==> config.mk <==
export PLATFORM = sky130hd
export DESIGN_NAME = weekly_event_scheduler_flat
export DESIGN_NICKNAME = d
export VERILOG_FILES = /design/src/rtl/wes_pkg.sv /design/src/rtl/wes_if.sv /design/src/rtl/wes_cell.sv /design/src/rtl/wes_resbuf.sv /design/src/rtl/weekly_event_scheduler.sv /design/src/flat_wrapper.sv
export SDC_FILE = /design/constraint.sdc
export NUM_CORES = 1
export LEC_CHECK = 0
export BUFFER_PORTS_ARGS = -buffer_cell sky130_fd_sc_hd__buf_2
export CAP_MARGIN = 40
export CORE_MARGIN = 8
export CORE_UTILIZATION = 55
export CTS_CLUSTER_SIZE = 24
export DETAILED_ROUTE_END_ITERATION = 16
export PLACE_DENSITY = 0.74
export REMOVE_ABC_BUFFERS = 1
export SETUP_SLACK_MARGIN = 0.05
export SYNTH_ARGS = -nofsm -noshare
export SYNTH_HDL_FRONTEND = slang
export SYNTH_HIERARCHICAL = 1
export SYNTH_SLANG_ARGS = --single-unit
==> constraint.sdc <==
create_clock -name clk -period 2.63 [get_ports clk]
set_input_delay 0.1315 -clock clk [delete_from_list [all_inputs] [get_ports clk]]
set_output_delay 0.1315 -clock clk [all_outputs]
set_load 0.05 [all_outputs]
==> src/rtl/wes_pkg.sv <==
// Package for the weekly event scheduler: types, codes and sizes.
// Used by the channel interfaces, the cells, the result buffer, the top level
// and the checker. No dependencies.
package wes_pkg;

  // Number of event slots, one cell each.
  localparam int EVENT_SLOTS = 16;

  localparam logic [5:0] MINUTE_MAX = 6'd59;
  localparam logic [4:0] HOUR_MAX   = 5'd23;
  localparam logic [2:0] DAY_MAX    = 3'd6;

  typedef enum logic [1:0] {
    OP_WRITE = 2'd0,
    OP_TICK  = 2'd1,
    OP_STOP  = 2'd2
  } op_t;

  typedef enum logic [2:0] {
    ACT_NONE      = 3'd0,
    ACT_ON        = 3'd1,
    ACT_OFF       = 3'd2,
    ACT_TOGGLE    = 3'd3,
    ACT_PULSE_OFF = 3'd4,
    ACT_PULSE_ON  = 3'd5
  } act_t;

  typedef struct packed {
    logic [6:0] mask;
    logic [4:0] hour;
    logic [5:0] minute;
    logic [2:0] act;
  } entry_t;

  // One scanned minute travelling down the chain with its running winner.
  typedef struct packed {
    logic       valid;
    logic [2:0] day;
    logic [4:0] hour;
    logic [5:0] minute;
    logic [2:0] found;
  } token_t;

  typedef struct packed {
    logic [2:0] day;
    logic [4:0] hour;
    logic [5:0] minute;
  } wtime_t;

  // Results of one tick: one item, or two when the action is a pulse.
  typedef struct packed {
    logic       two;
    logic [2:0] act;
    logic       relay_a;
    logic       relay_b;
  } res_t;

  function automatic logic act_fires(input logic [2:0] a);
    return (a >= ACT_ON) && (a <= ACT_PULSE_ON);
  endfunction

  // Advances a weekly time by one minute.
  function automatic wtime_t next_minute(input wtime_t t);
    wtime_t n;
    n = t;
    if (t.minute == MINUTE_MAX) begin
      n.minute = '0;
      if (t.hour == HOUR_MAX) begin
        n.hour = '0;
        n.day  = (t.day == DAY_MAX) ? 3'd0 : t.day + 3'd1;
      end else begin
        n.hour = t.hour + 5'd1;
      end
    end else begin
      n.minute = t.minute + 6'd1;
    end
    return n;
  endfunction

endpackage

==> src/rtl/wes_if.sv <==
// Valid/ready channel interfaces of the weekly event scheduler.
// Depends on wes_pkg.
interface wes_in_if import wes_pkg::*; ();
  logic       valid;
  logic       ready;
  logic [1:0] action;
  logic [3:0] entry_index;
  logic [6:0] entry_day_mask;
  logic [4:0] entry_hour;
  logic [5:0] entry_minute;
  logic [2:0] entry_action;
  logic [4:0] now_hour;
  logic [5:0] now_minute;
  logic [2:0] now_day;
  logic       time_valid;
  logic       relay_now;

  modport source (
    output valid, action, entry_index, entry_day_mask, entry_hour, entry_minute,
           entry_action, now_hour, now_minute, now_day, time_valid, relay_now,
    input  ready
  );
  modport sink (
    input  valid, action, entry_index, entry_day_mask, entry_hour, entry_minute,
           entry_action, now_hour, now_minute, now_day, time_valid, relay_now,
    output ready
  );
endinterface

interface wes_out_if import wes_pkg::*; ();
  logic       valid;
  logic       ready;
  logic [2:0] fired_action;
  logic       relay_on;
  logic       last_of_run;

  modport source (output valid, fired_action, relay_on, last_of_run, input ready);
  modport sink   (input valid, fired_action, relay_on, last_of_run, output ready);
endinterface

==> src/rtl/wes_cell.sv <==
// One cell of the scan chain: holds one event slot and checks the passing
// minute against it. Depends on wes_pkg.
module wes_cell import wes_pkg::*; (
  input  logic   clk,
  input  logic   rst_n,
  input  logic   wr_en,
  input  entry_t wr_entry,
  input  token_t tok_i,
  output token_t tok_o
);

  entry_t entry_r;
  token_t tok_r;
  token_t tok_nxt;
  logic   hit;

  always_ff @(posedge clk) begin
    if (!rst_n) begin
      entry_r <= '0;
    end else if (wr_en) begin
      entry_r <= wr_entry;
    end
  end

  always_comb begin
    hit = tok_i.valid && entry_r.mask[tok_i.day] && (entry_r.hour == tok_i.hour) &&
          (entry_r.minute == tok_i.minute) && act_fires(entry_r.act);
    tok_nxt = tok_i;
    // A later slot overrides the winner picked up so far.
    if (hit) begin
      tok_nxt.found = entry_r.act;
    end
  end

  always_ff @(posedge clk) begin
    if (!rst_n) begin
      tok_r <= '0;
    end else begin
      tok_r <= tok_nxt;
    end
  end

  assign tok_o = tok_r;

endmodule

==> src/rtl/wes_resbuf.sv <==
// Result buffer: holds the one or two result items of a tick and hands them
// out on the result channel. Depends on wes_pkg and wes_out_if.
module wes_resbuf import wes_pkg::*; (
  input  logic            clk,
  input  logic            rst_n,
  input  logic            load,
  input  res_t            load_res,
  output logic            busy,
  wes_out_if.source       out_ch
);

  logic [1:0] cnt_r;
  res_t       res_r;

  always_ff @(posedge clk) begin
    if (!rst_n) begin
      cnt_r <= 2'd0;
    end else if (load) begin
      cnt_r <= load_res.two ? 2'd2 : 2'd1;
    end else if (out_ch.valid && out_ch.ready) begin
      cnt_r <= cnt_r - 2'd1;
    end
  end

  always_ff @(posedge clk) begin
    if (load) begin
      res_r <= load_res;
    end
  end

  assign busy                = (cnt_r != 2'd0);
  assign out_ch.valid        = busy;
  assign out_ch.fired_action = res_r.act;
  assign out_ch.relay_on     = (cnt_r == 2'd2) ? res_r.relay_a : res_r.relay_b;
  assign out_ch.last_of_run  = (cnt_r == 2'd1);

endmodule

==> src/rtl/weekly_event_scheduler.sv <==
// Weekly event scheduler, top level. Depends on wes_pkg, wes_if, wes_cell
// and wes_resbuf.
//
// Input channel in_ch carries write, tick and stop items; result channel
// out_ch carries the fired action and the relay level, last_of_run marking
// the final item of a tick. Both use valid/ready.
// A write or stop item, and a tick that only records the time or is ignored,
// leaves the block idle. A tick that moves the time forward by M minutes
// injects one minute per cycle into a chain of EVENT_SLOTS cells, each
// holding one slot. Once the last minute has left the chain and the result
// buffer is free, the winning action, if any, is loaded into the buffer and
// the block returns to idle, ready for the next item.
// The block takes one item at a time: in_ch.ready is high only while no walk
// is under way. A finished result waits in the result buffer, and the next
// item is accepted meanwhile; a following walk holds at its end until the
// buffer has been emptied by the receiver.
// Synchronous reset clears the table to action none, the seen time to zero
// and forgets the time.
module weekly_event_scheduler import wes_pkg::*; (
  input  logic     clk,
  input  logic     rst_n,
  wes_in_if.sink   in_ch,
  wes_out_if.source out_ch
);

  typedef enum logic [2:0] {
    ST_IDLE  = 3'b001,
    ST_WALK  = 3'b010,
    ST_DRAIN = 3'b100
  } state_t;

  state_t     state_r, state_nxt;
  wtime_t     seen_r, seen_nxt;
  wtime_t     target_r;
  logic       known_r, known_nxt;
  logic       relay_r;
  logic [2:0] acc_r;
  wtime_t     step;
  wtime_t     now;
  token_t     tok [0:EVENT_SLOTS];
  entry_t     wr_entry;
  logic       accept;
  logic       tick_ok;
  logic       any_valid;
  logic       busy;
  logic       load;
  res_t       load_res;

  assign accept = in_ch.valid && in_ch.ready;
  assign in_ch.ready = (state_r == ST_IDLE);

  assign now.day    = in_ch.now_day;
  assign now.hour   = in_ch.now_hour;
  assign now.minute = in_ch.now_minute;
  assign tick_ok = in_ch.time_valid && (in_ch.now_hour <= HOUR_MAX) &&
                   (in_ch.now_minute <= MINUTE_MAX) && (in_ch.now_day <= DAY_MAX);

  assign wr_entry.mask   = in_ch.entry_day_mask;
  assign wr_entry.hour   = in_ch.entry_hour;
  assign wr_entry.minute = in_ch.entry_minute;
  assign wr_entry.act    = in_ch.entry_action;

  assign step = next_minute(seen_r);

  always_comb begin
    tok[0].valid  = (state_r == ST_WALK);
    tok[0].day    = step.day;
    tok[0].hour   = step.hour;
    tok[0].minute = step.minute;
    tok[0].found  = ACT_NONE;
  end

  for (genvar i = 0; i < EVENT_SLOTS; i++) begin : g_cell
    wes_cell u_cell (
      .clk      (clk),
      .rst_n    (rst_n),
      .wr_en    (accept && (in_ch.action == OP_WRITE) &&
                 (32'(in_ch.entry_index) == i)),
      .wr_entry (wr_entry),
      .tok_i    (tok[i]),
      .tok_o    (tok[i+1])
    );
  end

  always_comb begin
    any_valid = 1'b0;
    for (int i = 1; i <= EVENT_SLOTS; i++) begin
      any_valid = any_valid | tok[i].valid;
    end
  end

  always_comb begin
    state_nxt = state_r;
    seen_nxt  = seen_r;
    known_nxt = known_r;
    load      = 1'b0;
    case (state_r)
      ST_IDLE: begin
        if (accept) begin
          if (in_ch.action == OP_STOP) begin
            known_nxt = 1'b0;
          end else if ((in_ch.action == OP_TICK) && tick_ok) begin
            if (!known_r) begin
              seen_nxt  = now;
              known_nxt = 1'b1;
            end else if (now != seen_r) begin
              state_nxt = ST_WALK;
            end
          end
        end
      end
      ST_WALK: begin
        seen_nxt = step;
        if (step == target_r) begin
          state_nxt = ST_DRAIN;
        end
      end
      ST_DRAIN: begin
        // Wait for the last minute to leave the chain and for a free buffer.
        if (!any_valid && !busy) begin
          load      = (acc_r != ACT_NONE);
          state_nxt = ST_IDLE;
        end
      end
      default: begin
        state_nxt = ST_IDLE;
      end
    endcase
  end

  always_ff @(posedge clk) begin
    if (!rst_n) begin
      state_r <= ST_IDLE;
      seen_r  <= '0;
      known_r <= 1'b0;
      acc_r   <= ACT_NONE;
    end else begin
      state_r <= state_nxt;
      seen_r  <= seen_nxt;
      known_r <= known_nxt;
      if (accept) begin
        acc_r <= ACT_NONE;
      end else if (tok[EVENT_SLOTS].valid && (tok[EVENT_SLOTS].found != ACT_NONE)) begin
        acc_r <= tok[EVENT_SLOTS].found;
      end
    end
  end

  always_ff @(posedge clk) begin
    if (accept) begin
      target_r <= now;
      relay_r  <= in_ch.relay_now;
    end
  end

  always_comb begin
    load_res.act     = acc_r;
    load_res.two     = 1'b0;
    load_res.relay_a = 1'b0;
    load_res.relay_b = 1'b0;
    case (acc_r)
      ACT_ON:     load_res.relay_b = 1'b1;
      ACT_OFF:    load_res.relay_b = 1'b0;
      ACT_TOGGLE: load_res.relay_b = ~relay_r;
      ACT_PULSE_OFF: begin
        load_res.two     = 1'b1;
        load_res.relay_a = 1'b0;
        load_res.relay_b = 1'b1;
      end
      ACT_PULSE_ON: begin
        load_res.two     = 1'b1;
        load_res.relay_a = 1'b1;
        load_res.relay_b = 1'b0;
      end
      default: load_res.relay_b = 1'b0;
    endcase
  end

  wes_resbuf u_resbuf (
    .clk      (clk),
    .rst_n    (rst_n),
    .load     (load),
    .load_res (load_res),
    .busy     (busy),
    .out_ch   (out_ch)
  );

endmodule

==> src/flat_wrapper.sv <==
// flat-port wrapper written by rule: the top's interface ports become plain ports
module weekly_event_scheduler_flat import wes_pkg::*;
  (clk, rst_n, in_ch_valid, in_ch_action, in_ch_entry_index, in_ch_entry_day_mask, in_ch_entry_hour, in_ch_entry_minute, in_ch_entry_action, in_ch_now_hour, in_ch_now_minute, in_ch_now_day, in_ch_time_valid, in_ch_relay_now, in_ch_ready, out_ch_valid, out_ch_fired_action, out_ch_relay_on, out_ch_last_of_run, out_ch_ready);
  wes_in_if in_ch_i ();
  wes_out_if out_ch_i ();
  input  logic clk;
  input  logic rst_n;
  input wire logic [$bits(in_ch_i.valid)-1:0] in_ch_valid;
  input wire logic [$bits(in_ch_i.action)-1:0] in_ch_action;
  input wire logic [$bits(in_ch_i.entry_index)-1:0] in_ch_entry_index;
  input wire logic [$bits(in_ch_i.entry_day_mask)-1:0] in_ch_entry_day_mask;
  input wire logic [$bits(in_ch_i.entry_hour)-1:0] in_ch_entry_hour;
  input wire logic [$bits(in_ch_i.entry_minute)-1:0] in_ch_entry_minute;
  input wire logic [$bits(in_ch_i.entry_action)-1:0] in_ch_entry_action;
  input wire logic [$bits(in_ch_i.now_hour)-1:0] in_ch_now_hour;
  input wire logic [$bits(in_ch_i.now_minute)-1:0] in_ch_now_minute;
  input wire logic [$bits(in_ch_i.now_day)-1:0] in_ch_now_day;
  input wire logic [$bits(in_ch_i.time_valid)-1:0] in_ch_time_valid;
  input wire logic [$bits(in_ch_i.relay_now)-1:0] in_ch_relay_now;
  output wire logic [$bits(in_ch_i.ready)-1:0] in_ch_ready;
  output wire logic [$bits(out_ch_i.valid)-1:0] out_ch_valid;
  output wire logic [$bits(out_ch_i.fired_action)-1:0] out_ch_fired_action;
  output wire logic [$bits(out_ch_i.relay_on)-1:0] out_ch_relay_on;
  output wire logic [$bits(out_ch_i.last_of_run)-1:0] out_ch_last_of_run;
  input wire logic [$bits(out_ch_i.ready)-1:0] out_ch_ready;
  assign in_ch_i.valid = in_ch_valid;
  assign in_ch_i.action = in_ch_action;
  assign in_ch_i.entry_index = in_ch_entry_index;
  assign in_ch_i.entry_day_mask = in_ch_entry_day_mask;
  assign in_ch_i.entry_hour = in_ch_entry_hour;
  assign in_ch_i.entry_minute = in_ch_entry_minute;
  assign in_ch_i.entry_action = in_ch_entry_action;
  assign in_ch_i.now_hour = in_ch_now_hour;
  assign in_ch_i.now_minute = in_ch_now_minute;
  assign in_ch_i.now_day = in_ch_now_day;
  assign in_ch_i.time_valid = in_ch_time_valid;
  assign in_ch_i.relay_now = in_ch_relay_now;
  assign in_ch_ready = in_ch_i.ready;
  assign out_ch_valid = out_ch_i.valid;
  assign out_ch_fired_action = out_ch_i.fired_action;
  assign out_ch_relay_on = out_ch_i.relay_on;
  assign out_ch_last_of_run = out_ch_i.last_of_run;
  assign out_ch_i.ready = out_ch_ready;
  weekly_event_scheduler u_core (.clk(clk), .rst_n(rst_n), .in_ch(in_ch_i), .out_ch(out_ch_i));
endmodule
==> impl_metrics.csv <==
group,metric,value,unit
setup_path,crit_family,"multiplexers",
drt,routedWlPerCell,18.7,um
layout,final_nets,2622,
hold_path,min_to,"u_core/state_r[0]",
layout,multiInputGateArea,0.0122,mm2
power_and_ir_drop,switching_share,21.6,%
clock_tree,numCtsBuffers,67,
sta,maxSlewHeadroom,45.4,%
sta,finalSetupViolCount,0,
layout,seq_area,0.0133,mm2
clock_tree,ctsRootBufferMaster,"clkbuf_16",
hold_path,worstHoldStart,"in_ch_time_valid",
clock_tree,clockBufferDepth,3,
setup_path,critPathArrivalTime,2910,ps
hold_path,hold_class,"input port to flop",
floorplanning,rows,79,
power_and_ir_drop,combinationalPowerShare,3.8,%
yosys,syn_avg_cell_area,10.5,um2
sta,rsz0062_at_grt,"no",
setup_path,critPathSlowestCell,"mux4_2",
sta,slew_violations,0,
floorplanning,chipWidth,233,um
drt,drt-total-wl,60500,um
floorplanning,core_area,0.0466,mm2
setup_path,cp_data_required_time,3060,ps
setup_path,timing.rr.end,"u_core/g_cell[0].u_cell/tok_o[0]",
power_and_ir_drop,p_leak,10.2,nW
global_route,antenna_found_initial,4,
power_and_ir_drop,power.total,20.4,mW
setup_path,max_stage_delay,430,ps
place,place_inst,3088,
global_route,grt_pass1_wl,96000,um
yosys,syn_inst,2484,
clock_tree,cts_tree,"yes",
sta,fin_skew,14.3,ps
floorplanning,initial_core_util,55.8,%
sta,timing.final.crit_share,94.2,%
sta,hold_ws,27.0,ps
power_and_ir_drop,power_frac_clock,47.0,%
global_route,grt_max_degree,58,
layout,fin_cells,3228,
drt,postRouteAntennaNets,0,
setup_path,worst-path-buf-inv,1,
layout,drive_gt1_share,12.9,%
place,dp_hpwl,40400,um
floorplanning,fp.dieArea,0.0545,mm2
power_and_ir_drop,intPower,16.0,mW
floorplanning,io_pins,54,
setup_path,crit_fanout,7,
floorplanning,fp.dieH,233,um
layout,fill_cells,3595,
setup_path,path_class,"flop to flop",
sta,fmax,404,MHz
power_and_ir_drop,irDropWorstVdd,631,uV
place,gp_congestion,0.884,
layout,layout_commonest_cell,"dfxtp_1",
setup_path,regToRegSetupSlack,150,ps
power_and_ir_drop,seqPwrFrac,49.2,%
layout,syn2layout_area_growth,14.4,%
yosys,yosysWarningCount,6,
drt,routed_via_density,5.51,
layout,mostFrequentLayoutCells,"633 x dfxtp_1, 383 x mux2i_1, 354 x nor2_1",
clock_tree,path_clk_slew,60,ps
setup_path,r2r_cells,9,
setup_path,r2r_start,"u_core/seen_r[0]",
clock_tree,clock_sinks,653,
setup_path,cpMostUsedCell,"mux2_2",
clock_tree,insertion_delay,600,ps
global_route,grt_use_total,22.0,%
drt,num_vias,17800,
yosys,syn_area,0.0260,mm2
sta,fin_crit,2480,ps
setup_path,startpoint_type,"flop",
drt,drcViolationCount,0,
clock_tree,cts_max_level,3,
global_route,grt_overflow_total,0,
clock_tree,post_cts_buffers,0,
run_status,outcome,"finished clean",
sta,worst_slew_pin_slew,818,ps
setup_path,cp-end-kind,"flop",
power_and_ir_drop,p_switching,4.42,mW
global_route,grt_pass1_vias,17900,
flow_run,drv_cap,0,
power_and_ir_drop,power_density,688,mW/mm2
sta,hold_viol_final,0,
drt,dr.pass1.iters,6,
place,numPortBuffers,53,
hold_path,hold_path_depth,6,
setup_path,critical_path.cell_chain,"ha_2 -> buf_4 -> and2b_2 -> nand3_2 -> mux2_2 -> mux4_2 -> mux2_2 -> nand3_1 -> a21oi_1",
drt,dr.first_iter.drc_count,1107,
[worst min-delay path, delay by kind of cell]
| family | cells | cell delay [ps] |
|---|---|---|
| compound gates | 3 | 210 |
| simple gates | 2 | 130 |
| buf+inv | 1 | 110 |
[registers in the layout, indices dropped and copies added, names as in the netlist, 3 cells and up]
| register | count |
|---|---|
| u_core/seen_r | 14 |
| u_core/target_r | 14 |
| u_core/g_cell.u_cell/tok_o | 274 |
| u_core/acc_r | 3 |
| u_core/u_resbuf/out_ch.fired_action | 3 |
| u_core/state_r | 3 |
| u_core/g_cell.u_cell/entry_r | 336 |
[how the worst max path moves through the flow]
stage	cells after the start	start	slack, ps	endpoint
3_5_place_dp	8	u_core/seen_r[1]	50	u_core/g_cell[0].u_cell/tok_o[0]
3_3_place_gp	10	u_core/seen_r[0]	110	u_core/g_cell[0].u_cell/tok_o[0]
2_1_floorplan	7	u_core/state_r[0]	-2100	u_core/g_cell[0].u_cell/entry_r[0]
6_report	9	u_core/seen_r[0]	150	u_core/g_cell[0].u_cell/tok_o[0]
5_1_grt	8	u_core/seen_r[0]	50	u_core/g_cell[0].u_cell/tok_o[1]
4_1_cts	10	u_core/seen_r[0]	90	u_core/g_cell[0].u_cell/tok_o[0]
[power groups by stage]
stage          Clock, mW  Combinational, mW  Sequential (mW)
4_1_cts             9.78              0.766             10.1
5_1_grt             10.2              0.824             10.1
2_1_floorplan          0              0.342             10.3
3_3_place_gp           0              0.724             10.3
6_report            9.61              0.768             10.1
3_5_place_dp           0              0.739             10.3
[final cells by class]
type                       instances  share of cell area (%)
timing repair buffer             132                    3.84
tap                              607                    2.56
antenna                            3                  0.0253
inverter                          30                   0.379
clock buffer                      94                    6.67
clock inverter                    23                   0.930
sequential                       653                    44.7
multi-input combinational       1686                    40.9
[metrics by stage]
step                      utilization, %  TNS [ps]  instance area (um2)  worst slack (ps)
after floorplan                        -   -428830                25500             -2100
after global placement              58.5         0                27200               113
after detailed placement            58.5         0                27200              53.3
after CTS                           63.8         0                29700              87.4
after global routing                63.8         0                29700              51.0
final                               63.8         0                29700               153
[what timing repair did]
| action | CTS | global route |
|---|---|---|
| gates resized for setup | 2 | 7 |
| hold endpoints to repair | 35 | 0 |
| cloned | 0 | 0 |
| setup endpoints to repair | 3 | 88 |
| hold buffers | 21 | 0 |
[per-layer routing]
| metal | GRT usage, % | routed length [um] | vias to the layer above |
|---|---|---|---|
| met5 | 0 | 22 | - |
| met4 | 6.99 | 1470 | 4 |
| met3 | 3.63 | 2300 | 122 |
| met2 | 37.5 | 29600 | 359 |
| met1 | 28.2 | 27000 | 8644 |
| li1 | - | - | 8657 |
Note: power is estimated with default switching activity, not from simulation.
